### config.mk
export PLATFORM = sky130hd
export DESIGN_NAME = dqsc_cell
export DESIGN_NICKNAME = d
export VERILOG_FILES = /design/src/design/dqsc_pkg.sv /design/src/design/dqsc_cell.sv
export SDC_FILE = /design/constraint.sdc
export NUM_CORES = 1
export LEC_CHECK = 0
export ABC_AREA = 1
export BUFFER_PORTS_ARGS = -buffer_cell sky130_fd_sc_hd__buf_2
export CAP_MARGIN = 5
export CORE_MARGIN = 3
export CORE_UTILIZATION = 39
export CTS_BUF_LIST = sky130_fd_sc_hd__clkbuf_8 sky130_fd_sc_hd__clkbuf_16
export DETAILED_ROUTE_END_ITERATION = 12
export GPL_ROUTABILITY_DRIVEN = 0
export PLACE_DENSITY = 0.78
export RECOVER_POWER = 25
export SLEW_MARGIN = 20
export SYNTH_ARGS = -nofsm -noshare
export SYNTH_HDL_FRONTEND = slang
export SYNTH_SLANG_ARGS = --single-unit
### constraint.sdc
create_clock -name clk -period 3.52 [get_ports clk]
set_input_delay 0.704 -clock clk [delete_from_list [all_inputs] [get_ports clk]]
set_output_delay 0.704 -clock clk [all_outputs]
set_load 0.1 [all_outputs]
### src/design/dqsc_pkg.sv
// ----------------------------------------------------------------------------
// dqsc_pkg - shared types and codes for the deque with sort check
// Command, status and cell operation codes, plus the structs passed between
// the top level and the cell chain.
// ----------------------------------------------------------------------------
package dqsc_pkg;

    localparam int WORD_W = 32;
    localparam int CMD_W  = 3;
    localparam int STAT_W = 2;

    // commands on the input stream
    localparam logic [CMD_W-1:0] CMD_PUSH_FRONT = 3'd0;
    localparam logic [CMD_W-1:0] CMD_PUSH_REAR  = 3'd1;
    localparam logic [CMD_W-1:0] CMD_POP_FRONT  = 3'd2;
    localparam logic [CMD_W-1:0] CMD_POP_REAR   = 3'd3;
    localparam logic [CMD_W-1:0] CMD_QUERY      = 3'd4;

    // result status
    localparam logic [STAT_W-1:0] STAT_DONE      = 2'd0;
    localparam logic [STAT_W-1:0] STAT_POP_EMPTY = 2'd1;
    localparam logic [STAT_W-1:0] STAT_PUSH_FULL = 2'd2;

    // operations broadcast to every cell
    localparam int CELL_OP_W = 3;
    localparam logic [CELL_OP_W-1:0] CELL_HOLD       = 3'd0;
    localparam logic [CELL_OP_W-1:0] CELL_PUSH_FRONT = 3'd1;
    localparam logic [CELL_OP_W-1:0] CELL_PUSH_REAR  = 3'd2;
    localparam logic [CELL_OP_W-1:0] CELL_POP_FRONT  = 3'd3;
    localparam logic [CELL_OP_W-1:0] CELL_POP_REAR   = 3'd4;

    typedef logic signed [WORD_W-1:0] word_t;

    typedef struct packed {
        logic [CELL_OP_W-1:0] op;
        word_t                value;
    } cell_ctl_t;

    // rear tap passed down the chain: data of the last held cell and
    // whether that cell is smaller than its front-side neighbor
    typedef struct packed {
        word_t data;
        logic  bad;
    } tap_t;

endpackage

### src/design/dqsc_cell.sv
// ----------------------------------------------------------------------------
// dqsc_cell - one entry of the deque chain
// Holds a word and an occupied bit; shifts toward the rear on a front push,
// toward the front on a front pop, and fills or frees itself at the rear.
// ----------------------------------------------------------------------------
module dqsc_cell
(
    input  logic              clk,
    input  logic              rst_n,
    input  dqsc_pkg::cell_ctl_t ctl,
    input  dqsc_pkg::word_t   left_data,
    input  logic              left_valid,
    input  dqsc_pkg::word_t   right_data,
    input  logic              right_valid,
    input  dqsc_pkg::tap_t    tap_in,
    output dqsc_pkg::word_t   data,
    output logic              valid,
    output dqsc_pkg::tap_t    tap_out
);

    dqsc_pkg::word_t data_reg;
    dqsc_pkg::word_t data_next;
    logic            valid_reg;
    logic            valid_next;
    logic            is_last;

    always_comb
    begin
        data_next  = data_reg;
        valid_next = valid_reg;
        case (ctl.op)
            dqsc_pkg::CELL_PUSH_FRONT:
            begin
                data_next  = left_data;
                valid_next = left_valid;
            end
            dqsc_pkg::CELL_POP_FRONT:
            begin
                data_next  = right_data;
                valid_next = right_valid;
            end
            dqsc_pkg::CELL_PUSH_REAR:
            begin
                // first free cell takes the word
                if (!valid_reg && left_valid)
                begin
                    data_next  = ctl.value;
                    valid_next = 1'b1;
                end
            end
            dqsc_pkg::CELL_POP_REAR:
            begin
                if (valid_reg && !right_valid)
                begin
                    valid_next = 1'b0;
                end
            end
            default:
            begin
                data_next  = data_reg;
                valid_next = valid_reg;
            end
        endcase
    end

    always_ff @(posedge clk or negedge rst_n)
    begin
        if (!rst_n)
        begin
            valid_reg <= 1'b0;
        end
        else
        begin
            valid_reg <= valid_next;
        end
    end

    always_ff @(posedge clk)
    begin
        data_reg <= data_next;
    end

    assign is_last = valid_reg && !right_valid;

    always_comb
    begin
        tap_out = tap_in;
        if (is_last)
        begin
            tap_out.data = data_reg;
            tap_out.bad  = left_valid && (left_data > data_reg);
        end
    end

    assign data  = data_reg;
    assign valid = valid_reg;

endmodule

==> results.md, run 1 <==
* Cells after synthesis at 409
* Crit path top cell by count: nand2_1
* Initial antenna violation count at 0
* H-tree depth at 2
* Met3 WL at between 600 and 700 um
* Total track usage at 0.203
* Post-CTS setup buffers at 0
* Worst path bufs/invs at 2
* Setup slack, reg-to-reg at 1.94 ns
* P_leak at 2.33 nW
* Clk sink count at 33
* Setup WS post-layout at 0.446 ns
* Max reg flops at 32
* Avg Cell Area, Syn at between 7 and 8 um^2
* Critical Path Sink Type: primary output
* Dpl ws at 0.409 ns
* RSZ-0062 raised after global routing: no
* Drt drc at 0
* Via count at 3430
* Mapped Nets at 577
* Setup crit end: tap_out[0]
* Largest net degree at the start of global routing at 53
* CP startpoint: left_data[21]
* DRT Wirelength at 9730 um
* Post-synthesis sequential area ratio at 0.312
* Post_cts resized at 0
* PD cells at 423 mW/mm^2
* Maximum fanout along the worst path at 2
* Skew-Pair Late Insertion Delay at 0.29 ns
* Area growth, synth to finish at 35.2%
* Layout cell share with drive strength beyond 1 at 0.426
* Crit path largest cell delay at 0.42 ns
* FP Rows at 32
* Nets at 772
* Dpl hpwl at 7720 um
* Crit path depth at 11
* Vias in the first global route at 3242
* Worst relative slew slack at 0.202
* Final Cycle Share at 0.873
* Fmax at 325 MHz
* Starting Density at 0.404
* TritonCTS Buffers at 5
* Crit-path slowest cell: buf_2
* Required @ worst endpoint at 2.82 ns
* Clock Skew at 0.00549 ns
* Vias per inst at between 4 and 5
* Die Y at 96.0 um
* Worst hold path class: input pin to async pin
* Arrival time at the worst endpoint at 2.37 ns
* DRT antenna net count at 0
* Final Hold Fails at 0
* Drt pass-1 iters at 4
* Grt ovf at 0
* Reg-to-Reg End: valid
* Filler cell count at approximately 760
* Yosys warns at 0
* Crit path cell chain: buf_2, ha_1, a21oi_1, o21a_1, nand2_1, a21oi_1, nand2_1, nand2_1, nand3_1, nand2_1, buf_2
* Status: complete, no violations
* Worst hold slack at 0.181 ns
* Actual slew at the worst max-slew pin at 1.20 ns
* Fin. max-slew vios at 0
* Root Buffer: clkbuf_8
* Crit path time final at between 3 and 4 ns
* Initial drt markers at 112
* Synthesized area at 0.00316 mm^2
* Ant. Diodes at 0
* Die area at 0.00921 mm^2
* RR Startpoint: valid
* First-pass GRT wire length at 14400 um
* Most frequent cells in the layout: 169 x buf_2, 140 x nand2_1, 43 x inv_1
* Distinct cells, synth at 29
* Critical path class: input pin to primary output
* Worst-path clk slew at 0.07 ns
* DR WL/cell at 13.8 um
* Setup crit start kind: input pin
* R2R cell count at 5
* Die Wd at between 90 and 100 um
* Worst vdd ir at 0.000326 V
* Top layer in use: met4
* Hold-fix buffers, CTS at 0
* Clock buffer depth at 2
* Max-Cap Viols at 0
* Cell family with most CP delay: buffers and inverters
* M1 WL at 3890 um
* Count of final setup violators at 0
* IO Pins at 202
* Seq cells post-synth at 33
* Core Region at slightly below 0.008 mm^2
* # port buffers at 201
* WL met2 at 5040 um
* Most common cell after layout, fill and taps aside: buf_2
* CTS tree: built
-- layout make-up --
type / instances / area [um^2] / area share
well taps: 102 / 128 / 0.0299
clock inverters: 3 / 17.5 / 0.00410
repair buffers: 204 / 988 / 0.232
inverters: 47 / 176 / 0.0413
clock buffers: 5 / 68.8 / 0.0161
flip-flops and latches: 33 / 986 / 0.231
multi-input cells: 313 / 1900 / 0.446
-- synthesized netlist by cell type, drive strengths merged --
| library cell | count | share of area |
|---|---|---|
| nand2 | 170 | 0.23 |
| inv | 47 | 0.056 |
| nand3 | 36 | 0.10 |
| o21ai | 35 | 0.056 |
| edfxtp | 32 | 0.30 |
| ha | 32 | 0.13 |
| a21oi | 16 | 0.027 |
| nor2 | 13 | 0.024 |
| buf | 12 | 0.035 |
| clkbuf | 4 | 0.0048 |
| nand4 | 2 | 0.0040 |
| o211ai | 2 | 0.0063 |
| o21a | 2 | 0.0048 |
| or2 | 2 | 0.0056 |
| a21o | 1 | 0.0024 |
| a41oi | 1 | 0.0028 |
| dfrtp | 1 | 0.0079 |
| o31ai | 1 | 0.0024 |
-- stage by stage --
stage	cells	area, um^2	TNS (ns)	util	total power [mW]
after detailed placement	699	4220	0	0.541	1.53
after floorplan	409	3180	-3.45	-	1.32
final	707	4270	0	0.547	1.81
after global placement	699	4220	0	0.541	1.52
after global routing	707	4270	0	0.547	1.90
after CTS	707	4310	0	0.552	1.83
-- worst register-to-register path: stages (launching register included) --
cell and delay, ns:
dfrtp_1 0.45, inv_1 0.08, or2_4 0.50, o211ai_2 0.16, a21oi_1 0.19, a41oi_1 0.06
-- kinds of logic (layout without fill, tap and decap cells) --
| family | Yosys count | in the layout | share of synthesized area |
|---|---|---|---|
| AND/OR/NAND/NOR | 223 | 223 | 0.364 |
| buffers and inverters | 63 | 259 | 0.0960 |
| AO/OA/AOI/OAI | 58 | 58 | 0.101 |
| flip-flops | 33 | 33 | 0.312 |
| adder cells (fa/ha/maj) | 32 | 32 | 0.127 |
-- power breakdown --
group | switching (mW) | internal (mW) | total, mW
logic | 0.824 | 0.203 | 1.03
clock network | 0.156 | 0.137 | 0.293
registers | 0.0180 | 0.470 | 0.488
total | 0.998 | 0.809 | 1.81
-- per-layer routing --
metal  vias to the layer above  global-route usage
li1                       1726                   -
met1                      1551               0.223
met2                       142               0.387
met3                        11              0.0375
met4                         0              0.0675
met5                         -                   0
-- how the worst min path moves through the flow --
stage          startpoint  endpoint  slack [ns]  depth (start not counted)
2_1_floorplan       rst_n     valid        0.41                          0
3_3_place_gp        rst_n     valid        0.48                          1
3_5_place_dp        rst_n     valid        0.48                          1
4_1_cts             rst_n     valid        0.17                          1
5_1_grt             rst_n     valid        0.16                          1
6_report            rst_n     valid        0.18                          1
No activity file was read; power rests on OpenSTA's default activity.
==> run 2, diff against run 1 <==
--- a/config.mk
+++ b/config.mk
@@ -10,7 +10,7 @@
 export CAP_MARGIN = 5
 export CORE_MARGIN = 3
 export CORE_UTILIZATION = 39
-export CTS_BUF_LIST = sky130_fd_sc_hd__clkbuf_8 sky130_fd_sc_hd__clkbuf_16
+export CTS_BUF_LIST = sky130_fd_sc_hd__clkbuf_16
 export DETAILED_ROUTE_END_ITERATION = 12
 export GPL_ROUTABILITY_DRIVEN = 0
 export PLACE_DENSITY = 0.78
==> results.md, run 2 (synthesized netlist as in run 1, its figures left out) <==
* Most common cell after layout, fill and taps aside: buf_2
* Multi-input logic area at 0.00190 mm^2
* Setup_tns at 0 ns
* Ant. Diodes at 0
* Core Region at 0.00781 mm^2
* Layout cell share with drive strength beyond 1 at 0.426
* DRT antenna net count at 0
* Status: complete, no violations
* Max reg flops at 32
* Root Buffer: clkbuf_16
* Worst vdd ir at 0.000325 V
* Most frequent cells in the layout: 169 x buf_2, 140 x nand2_1, 43 x inv_1
* Worst hold slack at around 0.19 ns
* Reg area at around 990 um^2
* Starting Density at 0.404
* IO Pins at 202
* Required @ worst endpoint at 2.82 ns
* Critical path class: input pin to primary output
* Final Cycle Share at 0.874
* Worst relative slew slack at 0.202
* Arrival time at the worst endpoint at 2.37 ns
* Dpl hpwl at 7720 um
* Final Hold Fails at 0
* Hold-fix buffers, CTS at 0
* Drt drc at 0
* Worst-path clk slew at 0.06 ns
* CTS tree: built
* Actual slew at the worst max-slew pin at roughly 1.2 ns
* Worst path bufs/invs at 2
* Max-Cap Viols at 0
* DR WL/cell at 13.8 um
* Non-Filler Instances at 707
* Drt pass-1 iters at 5
* Critical Path Sink Type: primary output
* Post_cts resized at 0
* Clock Skew at 0.00277 ns
* DRT Wirelength at 9740 um
* Nets at 772
* Cell family with most CP delay: buffers and inverters
* Crit-path slowest cell: buf_2
* Initial drt markers at 91
* Fin. max-slew vios at 0
* Die Y at ~96 um
* Skew-Pair Late Insertion Delay at 0.28 ns
* First-pass GRT wire length at 14400 um
* Clock buffer depth at 2
* Crit path cell chain: buf_2, ha_1, a21oi_1, o21a_1, nand2_1, a21oi_1, nand2_1, nand2_1, nand3_1, nand2_1, buf_2
* FP Rows at 32
* Area growth, synth to finish at 37.0%
* Vias per inst at 4.88
* # port buffers at ~200
* TritonCTS Buffers at 5
* Die area at 0.00921 mm^2
* Setup crit start kind: input pin
* H-tree depth at 2
* Largest net degree at the start of global routing at 53
* Placed cell count at 699
* Grt ovf at 0
* Crit path time final at ~3.1 ns
* Clk sink count at 33
* Total track usage at 0.203
* Post-CTS setup buffers at 0
* Initial antenna violation count at 0
* P_leak at 2.36 nW
* Die Wd at between 90 and 100 um
* Worst hold path class: input pin to async pin
* Filler cell count at 760
* Count of final setup violators at 0
* Via count at 3448
* Crit path top cell by count: nand2_1
* RSZ-0062 raised after global routing: no
* Fmax at 325 MHz
* Maximum fanout along the worst path at 2
* PD cells at 450 mW/mm^2
* Vias in the first global route at roughly 3200
* Crit path largest cell delay at 0.42 ns
* Layout Utilization at 0.554
[run 2: changes by cell type in the layout (fill, tap and decap cells not counted)]
cell / previous run / this run
clkbuf_8: 5 / 0
clkbuf_16: 0 / 5
[run 2: report_power, final]
part / total (mW) / internal, mW / leakage [nW] / switching (mW)
sequential: 0.489 / 0.470 / 0.316 / 0.0182
combinational: 1.03 / 0.203 / 1.97 / 0.824
clock: 0.429 / 0.259 / 0.0696 / 0.170
total: 1.94 / 0.932 / 2.36 / 1.01
[run 2: metrics by stage]
step	power (mW)	setup slack (ns)	cell area, um^2
4_1_cts	1.97	0.402	4360
3_5_place_dp	1.53	0.409	4220
6_report	1.94	0.445	4320
5_1_grt	2.03	0.208	4320
3_3_place_gp	1.52	0.404	4220
2_1_floorplan	1.32	-0.139	3180
[run 2: area by class of cell]
| cell class | count | area share |
|---|---|---|
| Sequential cell | 33 | 0.228 |
| Multi-Input combinational cell | 313 | 0.440 |
| Timing Repair Buffer | 204 | 0.229 |
| Inverter | 47 | 0.0408 |
| Clock inverter | 3 | 0.00405 |
| Clock buffer | 5 | 0.0289 |
| Tap cell | 102 | 0.0295 |
[run 2: layer usage]
layer  wire length (um)  vias to the layer above  part of all wire  GRT usage
met5                  0                        -                 0          0
met1               3840                     1569              0.39      0.221
li1                   -                     1726                 -          -
met3                692                       10             0.071     0.0375
met4                136                        0             0.014     0.0675
met2               5070                      143              0.52      0.389
[run 2: worst paths after layout]
kind                               start          to  slack (ns)  depth (start not counted)
min in group clk           right_data[5]     data[5]        0.70                          3
max in group asynchronous          rst_n       valid        3.24                          1
max                        left_data[21]  tap_out[0]        0.45                         11
max reg2reg                        valid       valid        1.95                          5
min reg2reg                        valid       valid        0.72                          2
min                                rst_n       valid        0.19                          1
==> run 3, diff against run 2 <==
--- a/config.mk
+++ b/config.mk
@@ -9,11 +9,11 @@
 export BUFFER_PORTS_ARGS = -buffer_cell sky130_fd_sc_hd__buf_2
 export CAP_MARGIN = 5
 export CORE_MARGIN = 3
-export CORE_UTILIZATION = 39
+export CORE_UTILIZATION = 44
 export CTS_BUF_LIST = sky130_fd_sc_hd__clkbuf_16
 export DETAILED_ROUTE_END_ITERATION = 12
 export GPL_ROUTABILITY_DRIVEN = 0
-export PLACE_DENSITY = 0.78
+export PLACE_DENSITY = 0.83
 export RECOVER_POWER = 25
 export SLEW_MARGIN = 20
 export SYNTH_ARGS = -nofsm -noshare
==> constraint.sdc (replaced) <==
create_clock -name clk -period 3.4 [get_ports clk]
set_input_delay 0.68 -clock clk [delete_from_list [all_inputs] [get_ports clk]]
set_output_delay 0.68 -clock clk [all_outputs]
set_load 0.1 [all_outputs]
==> results.md, run 3 (synthesized netlist as in run 1, its figures left out) <==
* Max reg flops at 32
* Worst-path clk slew at approximately 0.050 ns
* RSZ-0062 raised after global routing: no
* P_leak at between 2 and 2.5 nW
* # port buffers at roughly 200
* Die Wd at 90.7 um
* Final Cycle Share at 0.849
* Initial antenna violation count at 1
* Clock buffer depth at 2
* Status: complete, no violations
* Actual slew at the worst max-slew pin at 1.23 ns
* PD cells at 463 mW/mm^2
* CTS tree: built
* Crit path cell chain: buf_2, ha_1, a21oi_1, nand2_1, a21oi_1, nand2_1, nand2_1, nand2_1, nand2_1, nand3_1, nand2_1, buf_12
* Critical Path Sink Type: primary output
* Crit path time final at 2.89 ns
* Clock Skew at 0.00304 ns
* Count of final setup violators at 0
* Via count at 3479
* Die area at around 0.0082 mm^2
* Grt ovf at 0
* Crit path top cell by count: nand2_1
* Max-Cap Viols at 0
* Crit-path slowest cell: ha_1
* Dpl hpwl at 7760 um
* R2R cell count at 5
* First-pass GRT wire length at 15900 um
* Drt pass-1 iters at 4
* Initial drt markers at 86
* Post-Layout Inst Area at ~0.0043 mm^2
* Reg-to-Reg End: valid
* Critical path class: input pin to primary output
* Vias in the first global route at approximately 3400
* Area growth, synth to finish at 37.2%
* IO Pins at 202
* Cell family with most CP delay: simple AND/OR/NAND/NOR gates
* Hold-fix buffers, CTS at 0
* Core Region at between 0.006 and 0.007 mm^2
* RR Startpoint: valid
* Nets at 772
* Worst hold slack at 0.174 ns
* Drt drc at 0
* Final Hold Fails at 0
* Layout Utilization at 0.630
* Vias per inst at 4.96
* TritonCTS Buffers at 5
* Worst hold path class: input pin to async pin
* Post-CTS setup buffers at 0
* Most frequent cells in the layout: 168 x buf_2, 140 x nand2_1, 43 x inv_1
* Setup slack, reg-to-reg at 1.78 ns
* Worst relative slew slack at 0.185
* H-tree depth at 2
* Largest net degree at the start of global routing at 67
* Placed cell count at 693
* Arrival time at the worst endpoint at 2.21 ns
* Layout cell share with drive strength beyond 1 at 0.423
* Starting Density at 0.459
* Crit path largest cell delay at 0.32 ns
* DR WL/cell at ~14 um
* FP Rows at 30
* Die Y at 90.7 um
* Worst vdd ir at 0.000262 V
* Fin. max-slew vios at 0
* Skew-Pair Late Insertion Delay at 0.27 ns
* Fmax at ~350 MHz
* Setup_tns at 0 ns
* Setup crit start kind: input pin
* Most common cell after layout, fill and taps aside: buf_2
* Non-Filler Instances at about 700
* Worst path bufs/invs at 2
* Maximum fanout along the worst path at 3
* Clk sink count at 33
* Filler cell count at ~640
* Post-DP Area at about 0.0042 mm^2
* DRT antenna net count at 0
* Post_cts resized at 0
* Total track usage at 0.234
* Required @ worst endpoint at 2.72 ns
* Root Buffer: clkbuf_16
* DRT Wirelength at 9880 um
run 3: cell type report:
type	instances	area [um^2]	share of cell area
tap	96	120	0.0277
antenna	1	2.50	0.000578
multi-input combinational	313	1900	0.440
clock inverter	3	12.5	0.00289
timing repair buffer	204	1000	0.232
inverter	47	176	0.0408
sequential	33	986	0.228
clock buffer	5	125	0.0289
run 3: worst max path at each step:
stage,startpoint,endpoint,slack [ns],cells after the start
floorplan,valid,tap_out[10],-0.23,5
global placement,left_data[23],tap_out[0],0.56,11
detailed placement,left_data[11],tap_out[0],0.53,12
CTS,left_data[11],tap_out[0],0.52,12
global route,left_data[23],tap_out[0],0.36,12
finish,left_data[11],tap_out[0],0.51,12
run 3: per-layer routing:
| metal | up-vias | wire length (um) | track usage |
|---|---|---|---|
| met5 | - | 0 | 0 |
| met4 | 0 | 223 | 0.0893 |
| met3 | 18 | 532 | 0.0433 |
| met2 | 139 | 5230 | 0.439 |
| met1 | 1591 | 3890 | 0.260 |
| li1 | 1731 | - | - |
run 3: report_power, final:
part	switching, mW	internal (mW)	leakage [nW]	total [mW]
Clock	0.167	0.265	0.0687	0.432
Combinational	0.853	0.214	1.98	1.07
Sequential	0.0184	0.487	0.316	0.505
Total	1.04	0.965	2.36	2.00
run 3: per-stage QoR:
stage / power (mW) / setup WS (ns)
global placement: 1.57 / 0.557
finish: 2.00 / 0.512
global route: 2.10 / 0.356
CTS: 2.03 / 0.520
floorplan: 1.37 / -0.235
detailed placement: 1.59 / 0.526
run 3: worst reg2reg max path, stage by stage, from the launching register on:
cell and delay [ns]:
dfrtp_1 0.44, inv_1 0.08, or2_4 0.60, o211ai_2 0.15, a21oi_1 0.17, a41oi_1 0.05
